==> config.mk <==
export PLATFORM = sky130hd
export DESIGN_NAME = vector_line_dac_stepper_unit_flat
export DESIGN_NICKNAME = d
export VERILOG_FILES = /design/src/hw/rtl/vlds_pkg.sv /design/src/hw/rtl/seg_if.sv /design/src/hw/rtl/frame_if.sv /design/src/hw/rtl/vlds_ctrl.sv /design/src/hw/rtl/vlds_datapath.sv /design/src/hw/rtl/vector_line_dac_stepper_unit.sv /design/src/flat_wrapper.sv
export VERILOG_INCLUDE_DIRS = /design/src /design/src/hw/rtl
export SDC_FILE = /design/constraint.sdc
export NUM_CORES = 1
export LEC_CHECK = 0
export ABC_AREA = 1
export BUFFER_PORTS_ARGS = -buffer_cell sky130_fd_sc_hd__buf_2
export CAP_MARGIN = 20
export CORE_ASPECT_RATIO = 0.75
export CORE_UTILIZATION = 45
export DETAILED_ROUTE_END_ITERATION = 10
export PLACE_DENSITY = 0.62
export SLEW_MARGIN = 20
export SYNTH_ARGS = -nofsm -noshare
export SYNTH_HDL_FRONTEND = slang
export SYNTH_SLANG_ARGS = --single-unit
export TNS_END_PERCENT = 50
==> constraint.sdc <==
create_clock -name clk -period 6.5 [get_ports clk]
set_input_delay 1.95 -clock clk [delete_from_list [all_inputs] [get_ports clk]]
set_output_delay 1.95 -clock clk [all_outputs]
set_load 0.02 [all_outputs]
==> src/hw/rtl/vector_line_dac_stepper_unit_assert.svh <==
// assertion macros for the line stepper
`ifndef VECTOR_LINE_DAC_STEPPER_UNIT_ASSERT_SVH
`define VECTOR_LINE_DAC_STEPPER_UNIT_ASSERT_SVH

// same-cycle implication, quiet during reset
`define VLDS_ASSERT_NOW(label, clk_sig, rst_sig, ante, cons) \
    label: assert property (@(posedge clk_sig) disable iff (!rst_sig) (ante) |-> (cons)) \
        else $error("line stepper check failed");

// next-cycle implication, quiet during reset
`define VLDS_ASSERT_NEXT(label, clk_sig, rst_sig, ante, cons) \
    label: assert property (@(posedge clk_sig) disable iff (!rst_sig) (ante) |=> (cons)) \
        else $error("line stepper check failed");

`endif

==> src/hw/rtl/vlds_pkg.sv <==
// shared constants and control types of the line stepper
package vlds_pkg;

    localparam int SEG_FIELD_BITS     = 8;
    localparam int FRAME_BITS         = 16;
    localparam int NIBBLE_BITS        = 4;
    localparam int DAC_BITS           = 12;
    localparam int ACC_BITS           = 16;
    localparam int DEF_COORD_BITS     = 8;
    localparam int DEF_FRACTION_BITS  = 7;
    localparam int APB_DATA_BITS      = 32;
    localparam int APB_ADDR_BITS      = 3;

    localparam logic [NIBBLE_BITS-1:0] NIBBLE_RESET = 4'h3;

    // word index of the control nibble register
    localparam logic [0:0] REG_NIBBLE = 1'b0;

    typedef struct packed {
        logic load;   // capture segment coordinates
        logic setup;  // compute steps, start points and count
        logic emit;   // advance one or two points into the output register
    } cmd_t;

    typedef struct packed {
        logic short_seg;  // larger span below two
        logic last;       // this emit finishes the segment
    } status_t;

endpackage

==> src/hw/rtl/seg_if.sv <==
// segment input channel
interface seg_if
    import vlds_pkg::*;
();

    logic                      valid;
    logic                      ready;
    logic [SEG_FIELD_BITS-1:0] start_x;
    logic [SEG_FIELD_BITS-1:0] start_y;
    logic [SEG_FIELD_BITS-1:0] end_x;
    logic [SEG_FIELD_BITS-1:0] end_y;

    modport source (output valid, start_x, start_y, end_x, end_y, input ready);
    modport sink   (input valid, start_x, start_y, end_x, end_y, output ready);
endinterface

==> src/hw/rtl/frame_if.sv <==
// dac frame output channel
interface frame_if
    import vlds_pkg::*;
();

    logic                  valid;
    logic                  ready;
    logic [FRAME_BITS-1:0] first_x_frame;
    logic [FRAME_BITS-1:0] first_y_frame;
    logic [FRAME_BITS-1:0] second_x_frame;
    logic [FRAME_BITS-1:0] second_y_frame;
    logic                  second_valid;
    logic                  last_of_segment;

    modport source (output valid, first_x_frame, first_y_frame, second_x_frame,
                    second_y_frame, second_valid, last_of_segment, input ready);
    modport sink   (input valid, first_x_frame, first_y_frame, second_x_frame,
                    second_y_frame, second_valid, last_of_segment, output ready);
endinterface

==> src/hw/rtl/vlds_ctrl.sv <==
// sequencing state machine of the line stepper
module vlds_ctrl
    import vlds_pkg::*;
(
    input  logic    clk,
    input  logic    rst_n,
    input  logic    in_valid,
    output logic    in_ready,
    output logic    out_valid,
    input  logic    out_ready,
    input  status_t status,
    output cmd_t    cmd
);

    typedef enum logic [2:0] {
        ST_IDLE  = 3'b001,
        ST_SETUP = 3'b010,
        ST_RUN   = 3'b100
    } state_t;

    state_t state_reg, state_next;
    logic   out_valid_reg, out_valid_next;
    logic   out_free;

    assign out_free  = !out_valid_reg || out_ready;
    assign in_ready  = (state_reg == ST_IDLE);
    assign out_valid = out_valid_reg;

    always_comb
    begin
        state_next = state_reg;
        cmd        = '0;
        case (state_reg)
            ST_IDLE:
            begin
                if (in_valid)
                begin
                    cmd.load   = 1'b1;
                    state_next = ST_SETUP;
                end
            end
            ST_SETUP:
            begin
                cmd.setup = 1'b1;
                if (status.short_seg)
                    state_next = ST_IDLE;
                else
                    state_next = ST_RUN;
            end
            ST_RUN:
            begin
                if (out_free)
                begin
                    cmd.emit = 1'b1;
                    if (status.last)
                        state_next = ST_IDLE;
                end
            end
            default:
            begin
                state_next = ST_IDLE;
            end
        endcase
    end

    always_comb
    begin
        if (cmd.emit)
            out_valid_next = 1'b1;
        else if (out_ready)
            out_valid_next = 1'b0;
        else
            out_valid_next = out_valid_reg;
    end

    always_ff @(posedge clk or negedge rst_n)
    begin
        if (!rst_n)
        begin
            state_reg     <= ST_IDLE;
            out_valid_reg <= 1'b0;
        end
        else
        begin
            state_reg     <= state_next;
            out_valid_reg <= out_valid_next;
        end
    end

endmodule

==> src/hw/rtl/vlds_datapath.sv <==
// coordinate, step and accumulator datapath of the line stepper
module vlds_datapath
    import vlds_pkg::*;
#(
    parameter int COORD_BITS    = DEF_COORD_BITS,
    parameter int FRACTION_BITS = DEF_FRACTION_BITS
)
(
    input  logic                      clk,
    input  cmd_t                      cmd,
    output status_t                   status,
    input  logic [NIBBLE_BITS-1:0]    nibble,
    input  logic [SEG_FIELD_BITS-1:0] start_x,
    input  logic [SEG_FIELD_BITS-1:0] start_y,
    input  logic [SEG_FIELD_BITS-1:0] end_x,
    input  logic [SEG_FIELD_BITS-1:0] end_y,
    output logic [FRAME_BITS-1:0]     first_x_frame,
    output logic [FRAME_BITS-1:0]     first_y_frame,
    output logic [FRAME_BITS-1:0]     second_x_frame,
    output logic [FRAME_BITS-1:0]     second_y_frame,
    output logic                      second_valid,
    output logic                      last_of_segment
);

    localparam int CB  = COORD_BITS;
    localparam int LGW = (CB > 2) ? $clog2(CB) : 1;
    localparam int SH  = COORD_BITS + FRACTION_BITS - DAC_BITS;
    localparam int SHR = (SH >= 0) ? SH : 0;
    localparam int SHL = (SH < 0) ? -SH : 0;

    logic [CB-1:0]       x1_reg, y1_reg, x2_reg, y2_reg;
    logic [ACC_BITS-1:0] x_acc_reg, y_acc_reg, x_step_reg, y_step_reg;
    logic [CB-1:0]       steps_reg;
    logic [1:0]          dir_reg;
    logic [FRAME_BITS-1:0] fx_reg, fy_reg, sx_reg, sy_reg;
    logic                sv_reg, last_reg;

    logic [CB-1:0]       dx, dy, span, span_m1, n_val;
    logic [LGW-1:0]      lg;
    logic [ACC_BITS-1:0] x_p1, y_p1, x_p2, y_p2;
    logic                two_pts;

    function automatic logic [FRAME_BITS-1:0] to_frame(
        input logic [NIBBLE_BITS-1:0] nib,
        input logic [ACC_BITS-1:0]    acc
    );
        logic [ACC_BITS-1:0] scaled;
        scaled   = (acc >> SHR) << SHL;
        to_frame = {nib, scaled[DAC_BITS-1:0]};
    endfunction

    function automatic logic [ACC_BITS-1:0] advance(
        input logic [ACC_BITS-1:0] acc,
        input logic [ACC_BITS-1:0] step,
        input logic                rising
    );
        advance = rising ? acc + step : acc - step;
    endfunction

    // spans and the largest power of two strictly below the larger one
    always_comb
    begin
        dx      = (x1_reg > x2_reg) ? x1_reg - x2_reg : x2_reg - x1_reg;
        dy      = (y1_reg > y2_reg) ? y1_reg - y2_reg : y2_reg - y1_reg;
        span    = (dx > dy) ? dx : dy;
        span_m1 = span - CB'(1);
        lg      = '0;
        for (int i = 0; i < CB; i++)
        begin
            if (span_m1[i])
                lg = LGW'(i);
        end
        n_val = CB'(1) << lg;
    end

    // two successive points per emit
    always_comb
    begin
        x_p1    = advance(x_acc_reg, x_step_reg, dir_reg[0]);
        y_p1    = advance(y_acc_reg, y_step_reg, dir_reg[1]);
        x_p2    = advance(x_p1, x_step_reg, dir_reg[0]);
        y_p2    = advance(y_p1, y_step_reg, dir_reg[1]);
        two_pts = (steps_reg != CB'(1));
    end

    assign status.short_seg = (span < CB'(2));
    assign status.last      = (steps_reg == CB'(1)) || (steps_reg == CB'(2));

    always_ff @(posedge clk)
    begin
        if (cmd.load)
        begin
            x1_reg <= start_x[CB-1:0];
            y1_reg <= start_y[CB-1:0];
            x2_reg <= end_x[CB-1:0];
            y2_reg <= end_y[CB-1:0];
        end
        if (cmd.setup)
        begin
            x_step_reg <= (ACC_BITS'(dx) << FRACTION_BITS) >> lg;
            y_step_reg <= (ACC_BITS'(dy) << FRACTION_BITS) >> lg;
            x_acc_reg  <= ACC_BITS'(x1_reg) << FRACTION_BITS;
            y_acc_reg  <= ACC_BITS'(y1_reg) << FRACTION_BITS;
            dir_reg    <= {y1_reg < y2_reg, x1_reg < x2_reg};
            steps_reg  <= n_val;
        end
        if (cmd.emit)
        begin
            x_acc_reg <= x_p2;
            y_acc_reg <= y_p2;
            steps_reg <= two_pts ? steps_reg - CB'(2) : steps_reg - CB'(1);
            fx_reg    <= to_frame(nibble, x_p1);
            fy_reg    <= to_frame(nibble, y_p1);
            sx_reg    <= two_pts ? to_frame(nibble, x_p2) : '0;
            sy_reg    <= two_pts ? to_frame(nibble, y_p2) : '0;
            sv_reg    <= two_pts;
            last_reg  <= status.last;
        end
    end

    assign first_x_frame   = fx_reg;
    assign first_y_frame   = fy_reg;
    assign second_x_frame  = sx_reg;
    assign second_y_frame  = sy_reg;
    assign second_valid    = sv_reg;
    assign last_of_segment = last_reg;

endmodule

==> src/hw/rtl/vector_line_dac_stepper_unit.sv <==
// top level of the line stepper: config register, controller and datapath
// usage:
// - segment channel: one beat carries start_x, start_y, end_x, end_y; only the
//   low COORD_BITS bits of each coordinate are used
// - frame channel: each beat carries two dac points (x and y frames, nibble in
//   bits 15..12), second_valid when the second pair is present and
//   last_of_segment on the final beat of a segment
// - a segment whose larger span is below two gives no frame beats at all
// - timing: a taken segment beat is captured, the setup state then works out
//   step sizes, start points and point count N (largest power of two below
//   the larger span), then the run state produces one frame beat a cycle
//   while the receiver takes them; the single accumulator pair advances up to
//   two points per frame beat
// - segment ready is high only while the sequencer is idle; the next segment
//   is taken while the last frame beat still waits in the output register
// - when the receiver stalls, the output register holds its beat and the
//   accumulators wait; no point is dropped or repeated
// - apb register 0 holds the control nibble (reset 3); write it only while idle
// - reset clears the sequencer and the output valid flag and sets the nibble
`include "vector_line_dac_stepper_unit_assert.svh"

module vector_line_dac_stepper_unit
    import vlds_pkg::*;
#(
    parameter int COORD_BITS    = DEF_COORD_BITS,
    parameter int FRACTION_BITS = DEF_FRACTION_BITS
)
(
    input  logic                     clk,
    input  logic                     rst_n,
    seg_if.sink                      segment,
    frame_if.source                  frame,
    input  logic                     psel,
    input  logic                     penable,
    input  logic                     pwrite,
    input  logic [APB_ADDR_BITS-1:0] paddr,
    input  logic [APB_DATA_BITS-1:0] pwdata,
    output logic [APB_DATA_BITS-1:0] prdata,
    output logic                     pready
);

    logic [NIBBLE_BITS-1:0] nibble_reg, nibble_next;
    logic                   reg_hit;
    logic                   cfg_write;
    cmd_t                   cmd;
    status_t                status;

    // configuration port: one word register, no wait states
    assign pready    = 1'b1;
    assign reg_hit   = (paddr[APB_ADDR_BITS-1:2] == REG_NIBBLE);
    assign cfg_write = psel && penable && pwrite && pready;

    always_comb
    begin
        nibble_next = nibble_reg;
        if (cfg_write && reg_hit)
            nibble_next = pwdata[NIBBLE_BITS-1:0];
    end

    assign prdata = reg_hit ? APB_DATA_BITS'(nibble_reg) : '0;

    always_ff @(posedge clk or negedge rst_n)
    begin
        if (!rst_n)
            nibble_reg <= NIBBLE_RESET;
        else
            nibble_reg <= nibble_next;
    end

    // sequencer
    vlds_ctrl u_ctrl (
        .clk       (clk),
        .rst_n     (rst_n),
        .in_valid  (segment.valid),
        .in_ready  (segment.ready),
        .out_valid (frame.valid),
        .out_ready (frame.ready),
        .status    (status),
        .cmd       (cmd)
    );

    // step generation and frame packing
    vlds_datapath #(
        .COORD_BITS    (COORD_BITS),
        .FRACTION_BITS (FRACTION_BITS)
    ) u_datapath (
        .clk             (clk),
        .cmd             (cmd),
        .status          (status),
        .nibble          (nibble_reg),
        .start_x         (segment.start_x),
        .start_y         (segment.start_y),
        .end_x           (segment.end_x),
        .end_y           (segment.end_y),
        .first_x_frame   (frame.first_x_frame),
        .first_y_frame   (frame.first_y_frame),
        .second_x_frame  (frame.second_x_frame),
        .second_y_frame  (frame.second_y_frame),
        .second_valid    (frame.second_valid),
        .last_of_segment (frame.last_of_segment)
    );

    // a taken segment beat is followed by the setup cycle
    `VLDS_ASSERT_NEXT(a_setup_after_load, clk, rst_n,
        segment.valid && segment.ready, !segment.ready)
    // finishing a segment returns the sequencer to idle
    `VLDS_ASSERT_NEXT(a_idle_after_last, clk, rst_n,
        cmd.emit && status.last, segment.ready)
    // a lone point only happens for a single-step segment
    `VLDS_ASSERT_NOW(a_single_is_last, clk, rst_n,
        frame.valid && !frame.second_valid,
        frame.last_of_segment && frame.second_x_frame == '0 && frame.second_y_frame == '0)

endmodule
==> src/flat_wrapper.sv <==
// flat-port wrapper written by rule: the top's interface ports become plain ports
module vector_line_dac_stepper_unit_flat import vlds_pkg::*;
#(
    parameter int COORD_BITS    = DEF_COORD_BITS,
    parameter int FRACTION_BITS = DEF_FRACTION_BITS
)
  (clk, rst_n, psel, penable, pwrite, paddr, pwdata, prdata, pready, segment_valid, segment_start_x, segment_start_y, segment_end_x, segment_end_y, segment_ready, frame_valid, frame_first_x_frame, frame_first_y_frame, frame_second_x_frame, frame_second_y_frame, frame_second_valid, frame_last_of_segment, frame_ready);
  seg_if segment_i ();
  frame_if frame_i ();
  input  logic clk;
  input  logic rst_n;
  input  logic psel;
  input  logic penable;
  input  logic pwrite;
  input  logic [APB_ADDR_BITS-1:0] paddr;
  input  logic [APB_DATA_BITS-1:0] pwdata;
  output logic [APB_DATA_BITS-1:0] prdata;
  output logic pready;
  input wire logic [$bits(segment_i.valid)-1:0] segment_valid;
  input wire logic [$bits(segment_i.start_x)-1:0] segment_start_x;
  input wire logic [$bits(segment_i.start_y)-1:0] segment_start_y;
  input wire logic [$bits(segment_i.end_x)-1:0] segment_end_x;
  input wire logic [$bits(segment_i.end_y)-1:0] segment_end_y;
  output wire logic [$bits(segment_i.ready)-1:0] segment_ready;
  output wire logic [$bits(frame_i.valid)-1:0] frame_valid;
  output wire logic [$bits(frame_i.first_x_frame)-1:0] frame_first_x_frame;
  output wire logic [$bits(frame_i.first_y_frame)-1:0] frame_first_y_frame;
  output wire logic [$bits(frame_i.second_x_frame)-1:0] frame_second_x_frame;
  output wire logic [$bits(frame_i.second_y_frame)-1:0] frame_second_y_frame;
  output wire logic [$bits(frame_i.second_valid)-1:0] frame_second_valid;
  output wire logic [$bits(frame_i.last_of_segment)-1:0] frame_last_of_segment;
  input wire logic [$bits(frame_i.ready)-1:0] frame_ready;
  assign segment_i.valid = segment_valid;
  assign segment_i.start_x = segment_start_x;
  assign segment_i.start_y = segment_start_y;
  assign segment_i.end_x = segment_end_x;
  assign segment_i.end_y = segment_end_y;
  assign segment_ready = segment_i.ready;
  assign frame_valid = frame_i.valid;
  assign frame_first_x_frame = frame_i.first_x_frame;
  assign frame_first_y_frame = frame_i.first_y_frame;
  assign frame_second_x_frame = frame_i.second_x_frame;
  assign frame_second_y_frame = frame_i.second_y_frame;
  assign frame_second_valid = frame_i.second_valid;
  assign frame_last_of_segment = frame_i.last_of_segment;
  assign frame_i.ready = frame_ready;
  vector_line_dac_stepper_unit #(.COORD_BITS(COORD_BITS), .FRACTION_BITS(FRACTION_BITS)) u_core (.clk(clk), .rst_n(rst_n), .segment(segment_i), .frame(frame_i), .psel(psel), .penable(penable), .pwrite(pwrite), .paddr(paddr), .pwdata(pwdata), .prdata(prdata), .pready(pready));
endmodule
==> results of run 1 <==
-- worst min-delay path by stage --
stage                              start                             endpoint  slack (ps)
floorplan           u_core.nibble_reg[2]  u_core.u_datapath.first_x_frame[14]         420
global placement    u_core.nibble_reg[3]  u_core.u_datapath.first_x_frame[15]         440
detailed placement  u_core.nibble_reg[3]  u_core.u_datapath.first_x_frame[15]         440
CTS                 u_core.nibble_reg[3]  u_core.u_datapath.first_x_frame[15]         460
global route        u_core.nibble_reg[3]  u_core.u_datapath.first_x_frame[15]         480
finish              u_core.nibble_reg[3]  u_core.u_datapath.first_x_frame[15]         460
-- routing by layer --
layer  GRT usage, %  vias up
met1           29.5     4169
li1               -     4555
met2           30.8      210
met3           3.40       26
met5              0        -
met4           5.56        0
-- kinds of logic (layout without fill, tap and decap cells) --
family                     Yosys count  after routing  share of synthesized area [%]
adders and majority gates          108            108                           11.9
DFF                                168            168                           42.5
other                                2             29                         0.0637
AOI/OAI and AO/OA                  190            190                           8.98
xor gates and xnor gates            92             92                           6.83
buffers and inverters              264            359                           10.1
and+or+nand+nor                    496            496                           19.3
muxes                                4              4                          0.350
-- per-stage QoR --
step	util [%]	instance area, µm²	cells	hold WS [ps]	setup slack, ps
after CTS	51.9	13100	1784	456	623
after detailed placement	49.6	12600	1752	444	638
after floorplan	-	11900	1351	425	1630
final	51.9	13100	1784	455	606
after global placement	49.6	12600	1752	435	707
after global routing	51.9	13100	1784	476	51.7
-- worst max-delay path: cells and delay by family, from the launching register on --
kind	cells	cell delay [ps]
simple gates	20	2630
xor+xnor	2	720
compound gates	2	440
flops	1	470
buf+inv	3	290
fa+ha+maj	4	1070
-- Yosys cell counts, drive strengths merged, types with 4 or more instances --
master and n:
nand2 233, inv 201, edfxtp 160, nor2 119
nand3 104, ha 101, a21oi 80, o21ai 69
xor2 61, buf 51, xnor2 31, nor3 17
o21bai 14, clkbuf 11, nand4 8, fa 7
a21o 6, a31oi 5, dfrtp 5, nand3b 5
o22ai 5, o221ai 4, o31ai 4
-- final cells by class --
type	count	area [µm²]	share of cell area, %
inverter	202	758	5.77
tap	338	423	3.22
clock buffer	19	433	3.29
sequential	168	5010	38.1
clock inverter	13	158	1.20
multi-input combinational	919	5720	43.5
timing repair buffer	125	651	4.95
==> flow_metrics.env, run 1 <==
export IMPL_status="finished, final reports clean"
export IMPL_critPathLaunchType="flip-flop"
export IMPL_grt_pass1_wl_um=42600
export IMPL_skew_pair_late_insertion_delay_ps=450
export IMPL_total_die_area_mm2=0.0269
export IMPL_synthTopCellsByArea="sky130_fd_sc_hd__edfxtp_1 (41%), sky130_fd_sc_hd__ha_1 (11%), sky130_fd_sc_hd__nand2_1 (6.7%)"
export IMPL_grt_ovfl_total=0
export IMPL_synthDistinctLibCells=50
export IMPL_place_detailed_hpwl_um=19500
export IMPL_clk_pin_slew_ps=70
export IMPL_crit_path_start="u_core.u_datapath.y1_reg[0]"
export IMPL_dr_pass1_iters=5
export IMPL_drcViolationCount=0
export IMPL_post_cts_setup_buffers=0
export IMPL_nNetsFinal=1615
export IMPL_post_drt_wl_per_cell_um=14.6
export IMPL_required_ps=6690
export IMPL_postSynthAreaPerCell_um2=8.91
export IMPL_slew_headroom_pct=40.0
export IMPL_ys_ff_latch=168
export IMPL_h_tree_depth=4
export IMPL_row_count=50
export IMPL_setup_total_negative_slack_ps=0
export IMPL_initial_antenna_violation_count=0
export IMPL_min_path_type="reg -> reg"
export IMPL_postRouteAntennaNets=0
export IMPL_fp_coreArea_mm2=0.0253
export IMPL_critical_path_endpoint="u_core.u_datapath.y_step_reg[5]"
export IMPL_routabilityCongestion=0.853
export IMPL_period_share_pct=90.7
export IMPL_synthCells=1324
export IMPL_drt_iter0_drc=724
export IMPL_ys_warnings_count=0
export IMPL_max_cap_viol_count=0
export IMPL_timing_fmax_ghz=0.170
export IMPL_mappedNetlistArea_mm2=0.0118
export IMPL_setup_viol_count_final=0
export IMPL_r2r_start="u_core.u_datapath.y1_reg[0]"
export IMPL_worst_r2r_endpoint="u_core.u_datapath.y_step_reg[5]"
export IMPL_setup_slack_of_the_most_critical_reg_to_reg_path_ps=610
export IMPL_unrepaired_setup_endpoints_after_global_routing="false"
export IMPL_finalCriticalPeriod_ps=5890
export IMPL_start_util_pct=46.5
export IMPL_route_vias_total=8960
export IMPL_areaGrowthSynthToFinish_pct=11.5
export IMPL_yosysSeqAreaShare_pct=42.5
export IMPL_number_of_cts_inserted_buffers=17
export IMPL_async_reset_ff_share_pct=4.76
export IMPL_globalRouteTotalUtil_pct=20.2
export IMPL_timing_final_max_slew_violations=0
export IMPL_routed_wire_length_um=26000
export IMPL_cp_slowest_cell="sky130_fd_sc_hd__nor2_4"
export IMPL_grt_start_max_net_pins=70
export IMPL_n_fill_cell=2388
export IMPL_synth_top_flop_cell="sky130_fd_sc_hd__edfxtp_1"
export IMPL_crit_fanout=23
export IMPL_antenna_cells=0
export IMPL_timing_hold_violations_final=0
export IMPL_synth_top_cell_by_area="sky130_fd_sc_hd__edfxtp_1"
export IMPL_cts_resized=0
export IMPL_met3RoutedLength_um=1260
export IMPL_met2WireLength_um=11200
export IMPL_final_cell_mix="sky130_fd_sc_hd__nand2_1 (210), sky130_fd_sc_hd__inv_1 (195), sky130_fd_sc_hd__edfxtp_1 (160)"
export IMPL_vias_per_cell=5.02
export IMPL_met1_length_um=13300
export IMPL_die_x_um=189
export IMPL_slowest_stage_delay_on_critical_path_ps=480
export IMPL_top_level_ports=175
export IMPL_post_synth_top_area_fraction_pct=40.7
export IMPL_setup_worst_path_end_class="flip-flop"
export IMPL_critical_path_arrival_ps=6080
export IMPL_final_layout_size_suffix_gt1_share_pct=15.1
export IMPL_first_global_vias=8467
export IMPL_topmost_layer_with_routed_signal_wires="met4"
export IMPL_holdPathStages=0
export IMPL_clock_sinks=168
export IMPL_clockRootBuffer="sky130_fd_sc_hd__clkbuf_16"
export IMPL_layout_skew_ps=18.5
export IMPL_synth_edf_count=160
export IMPL_tritoncts="done"
export IMPL_path_class="reg -> reg"
export IMPL_cts_hold_buffers_added=0
export IMPL_layout_cells_most_common="sky130_fd_sc_hd__nand2_1"
export IMPL_ff2ff_path_depth=31
export IMPL_clock_path_buffers=2
export IMPL_worst_pin_slew_ps=901
export IMPL_die_h_um=142
export IMPL_cp_common_cell="sky130_fd_sc_hd__nand2_1"
export IMPL_placement_io_buffers=115
Power of run 1 is not shown: default switching activity piles up to over one toggle a cycle in this logic, so the estimate is an artifact.
==> inputs of run 2 (changes only) <==
--- a/config.mk
+++ b/config.mk
@@ -16,5 +16,6 @@
 export SLEW_MARGIN = 20
 export SYNTH_ARGS = -nofsm -noshare
 export SYNTH_HDL_FRONTEND = slang
+export SYNTH_HIERARCHICAL = 1
 export SYNTH_SLANG_ARGS = --single-unit
 export TNS_END_PERCENT = 50
==> flow_metrics.env, run 2 <==
export IMPL_status="finished, final reports clean"
export IMPL_min_path_type="reg -> reg"
export IMPL_final_design_area_no_fill_mm2=0.0134
export IMPL_vias_per_cell=4.88
export IMPL_holdPathStages=2
export IMPL_number_of_cts_inserted_buffers=17
export IMPL_cp_common_cell="sky130_fd_sc_hd__nand2_1"
export IMPL_ff2ff_path_depth=29
export IMPL_dr_pass1_iters=6
export IMPL_postSynthAreaPerCell_um2=8.53
export IMPL_h_tree_depth=4
export IMPL_clock_path_buffers=2
export IMPL_skew_pair_late_insertion_delay_ps=430
export IMPL_drcViolationCount=0
export IMPL_synth_top_cell_by_area="sky130_fd_sc_hd__edfxtp_1"
export IMPL_timing_hold_violations_final=0
export IMPL_max_cap_viol_count=0
export IMPL_cts_resized=0
export IMPL_globalRoute_busiestLayer="met1"
export IMPL_setup_slack_of_the_most_critical_reg_to_reg_path_ps=890
export IMPL_yosysSeqAreaShare_pct=41.5
export IMPL_initial_antenna_violation_count=1
export IMPL_worst_r2r_endpoint="u_core/u_datapath/x_step_reg[6]"
export IMPL_die_h_um=144
export IMPL_antenna_cells=0
export IMPL_first_global_vias=8337
export IMPL_routabilityCongestion=0.890
export IMPL_nNetsFinal=1698
export IMPL_synthTopCellsByArea="sky130_fd_sc_hd__edfxtp_1 (40%), sky130_fd_sc_hd__ha_1 (11%), sky130_fd_sc_hd__nand2_1 (9.5%)"
export IMPL_fp_coreArea_mm2=0.0262
export IMPL_synth_top_flop_cell="sky130_fd_sc_hd__edfxtp_1"
export IMPL_clockRootBuffer="sky130_fd_sc_hd__clkbuf_16"
export IMPL_worst_pin_slew_ps=921
export IMPL_grt_util_met1_pct=29.2
export IMPL_async_reset_ff_share_pct=4.76
export IMPL_final_cell_mix="sky130_fd_sc_hd__nand2_1 (306), sky130_fd_sc_hd__inv_1 (196), sky130_fd_sc_hd__edfxtp_1 (160)"
export IMPL_clk_pin_slew_ps=70
export IMPL_synth_top_family_by_area="simple AND/OR/NAND/NOR gates"
export IMPL_crit_fanout=22
export IMPL_slew_headroom_pct=38.5
export IMPL_synthCells=1414
export IMPL_hold_path_end="u_core/nibble_reg[1]"
export IMPL_post_synth_and_or_nand_nor_area_fraction_pct=22.0
export IMPL_critical_path_arrival_ps=5800
export IMPL_post_cts_setup_buffers=0
export IMPL_tritoncts="done"
export IMPL_synth_edf_count=160
export IMPL_timing_fmax_ghz=0.178
export IMPL_die_x_um=191
export IMPL_setup_total_negative_slack_ps=0
export IMPL_r2r_start="u_core/u_datapath/y1_reg[0]"
export IMPL_ys_ff_latch=168
export IMPL_grt_pass1_wl_um=40900
export IMPL_row_count=51
export IMPL_setup_viol_count_final=0
export IMPL_global_route_usage_met3_pct=3.30
export IMPL_synth_area_mux_share_pct=0
export IMPL_cts_hold_buffers_added=0
export IMPL_globalRouteTotalUtil_pct=19.0
export IMPL_unrepaired_setup_endpoints_after_global_routing="false"
export IMPL_layout_cells_most_common="sky130_fd_sc_hd__nand2_1"
export IMPL_clock_sinks=168
export IMPL_ys_warnings_count=6
export IMPL_cp_slowest_cell="sky130_fd_sc_hd__nor2_2"
export IMPL_critPathLaunchType="flip-flop"
export IMPL_areaGrowthSynthToFinish_pct=11.1
export IMPL_placement_io_buffers=115
export IMPL_required_ps=6690
export IMPL_final_layout_size_suffix_gt1_share_pct=13.6
export IMPL_grt_start_max_net_pins=68
export IMPL_path_class="reg -> reg"
export IMPL_slowest_stage_delay_on_critical_path_ps=700
export IMPL_worstHoldStart="u_core/nibble_reg[1]"
export IMPL_mappedNetlistArea_mm2=0.0121
export IMPL_route_vias_total=9129
export IMPL_postRouteAntennaNets=0
export IMPL_synth_most_common_cell="sky130_fd_sc_hd__nand2_1"
export IMPL_timing_final_max_slew_violations=0
export IMPL_n_fill_cell=2545
export IMPL_period_share_pct=86.3
export IMPL_start_util_pct=46.1
export IMPL_synth_xor_xnor_area_share_pct=6.97
export IMPL_grt_ovfl_total=0
export IMPL_placed_area_mm2=0.0128
export IMPL_top_level_ports=175
export IMPL_layout_skew_ps=12.4
export IMPL_gr_usage_met2_pct=27.0
export IMPL_synth_common_cells="sky130_fd_sc_hd__nand2_1 (306), sky130_fd_sc_hd__inv_1 (196), sky130_fd_sc_hd__edfxtp_1 (160)"
export IMPL_finalCriticalPeriod_ps=5610
export IMPL_setup_worst_path_end_class="flip-flop"
export IMPL_total_die_area_mm2=0.0275
export IMPL_place_detailed_hpwl_um=19200
export IMPL_post_synth_top_area_fraction_pct=39.8
export IMPL_routed_wire_length_um=25200
export IMPL_drt_iter0_drc=696
export IMPL_share_of_synthesized_cell_area_in_full_adder_half_adder_and_majority_cells_pct=11.9
export IMPL_synth_compound_area_share_pct=7.53
export IMPL_synthDistinctLibCells=47
export IMPL_post_drt_wl_per_cell_um=13.5
==> run 2: worst max-delay path by stage <==
stage	startpoint	end	slack [ps]
5_1_grt	u_core/u_datapath/y1_reg[0]	u_core/u_datapath/y_step_reg[8]	440
6_report	u_core/u_datapath/y1_reg[0]	u_core/u_datapath/x_step_reg[6]	890
2_1_floorplan	frame_ready	u_core/u_datapath/steps_reg[1]	1900
3_5_place_dp	u_core/u_datapath/y1_reg[0]	u_core/u_datapath/x_step_reg[6]	1000
4_1_cts	u_core/u_datapath/y1_reg[0]	u_core/u_datapath/y_step_reg[4]	1000
3_3_place_gp	u_core/u_datapath/y1_reg[0]	u_core/u_datapath/x_step_reg[6]	1070
==> run 2: cell type report <==
| class | count | area [µm²] | share of cell area (%) |
|---|---|---|---|
| Clock buffer | 25 | 485 | 3.62 |
| Clock inverter | 7 | 120 | 0.896 |
| Inverter | 204 | 768 | 5.73 |
| Multi-Input combinational cell | 1002 | 5970 | 44.5 |
| Sequential cell | 168 | 5010 | 37.4 |
| Tap cell | 344 | 430 | 3.21 |
| Timing Repair Buffer | 121 | 621 | 4.63 |
==> run 2: logic make-up after synthesis <==
family                   after synthesis
flip-flops                           168
adder cells (fa/ha/maj)              110
buffers and inverters                271
AND/OR/NAND/NOR                      599
other                                  2
AO/OA/AOI/OAI                        168
XOR/XNOR                              96
==> run 2: stage by stage <==
| stage | hold slack (ps) | worst slack [ps] | utilization [%] | instances |
|---|---|---|---|---|
| after floorplan | 455 | 1900 | - | 1441 |
| after global placement | 482 | 1070 | 48.9 | 1839 |
| after detailed placement | 484 | 1000 | 48.9 | 1839 |
| after CTS | 497 | 995 | 51.2 | 1871 |
| after global routing | 520 | 444 | 51.2 | 1871 |
| final | 496 | 887 | 51.2 | 1871 |
==> run 2: worst max-delay path, delay by kind of cell (launching register included) <==
family / cells / cell delay [ps]
AOI/OAI and AO/OA: 1 / 530
adders and majority gates: 4 / 1220
buffers and inverters: 3 / 210
DFF: 1 / 420
and+or+nand+nor: 21 / 2990
==> run 2: routing by layer <==
layer	part of all wire [%]	vias up
li1	-	4796
met1	53	4120
met2	41	197
met3	5.5	16
met4	1.1	0
met5	0	-
Power of run 2 is left out for the same reason.
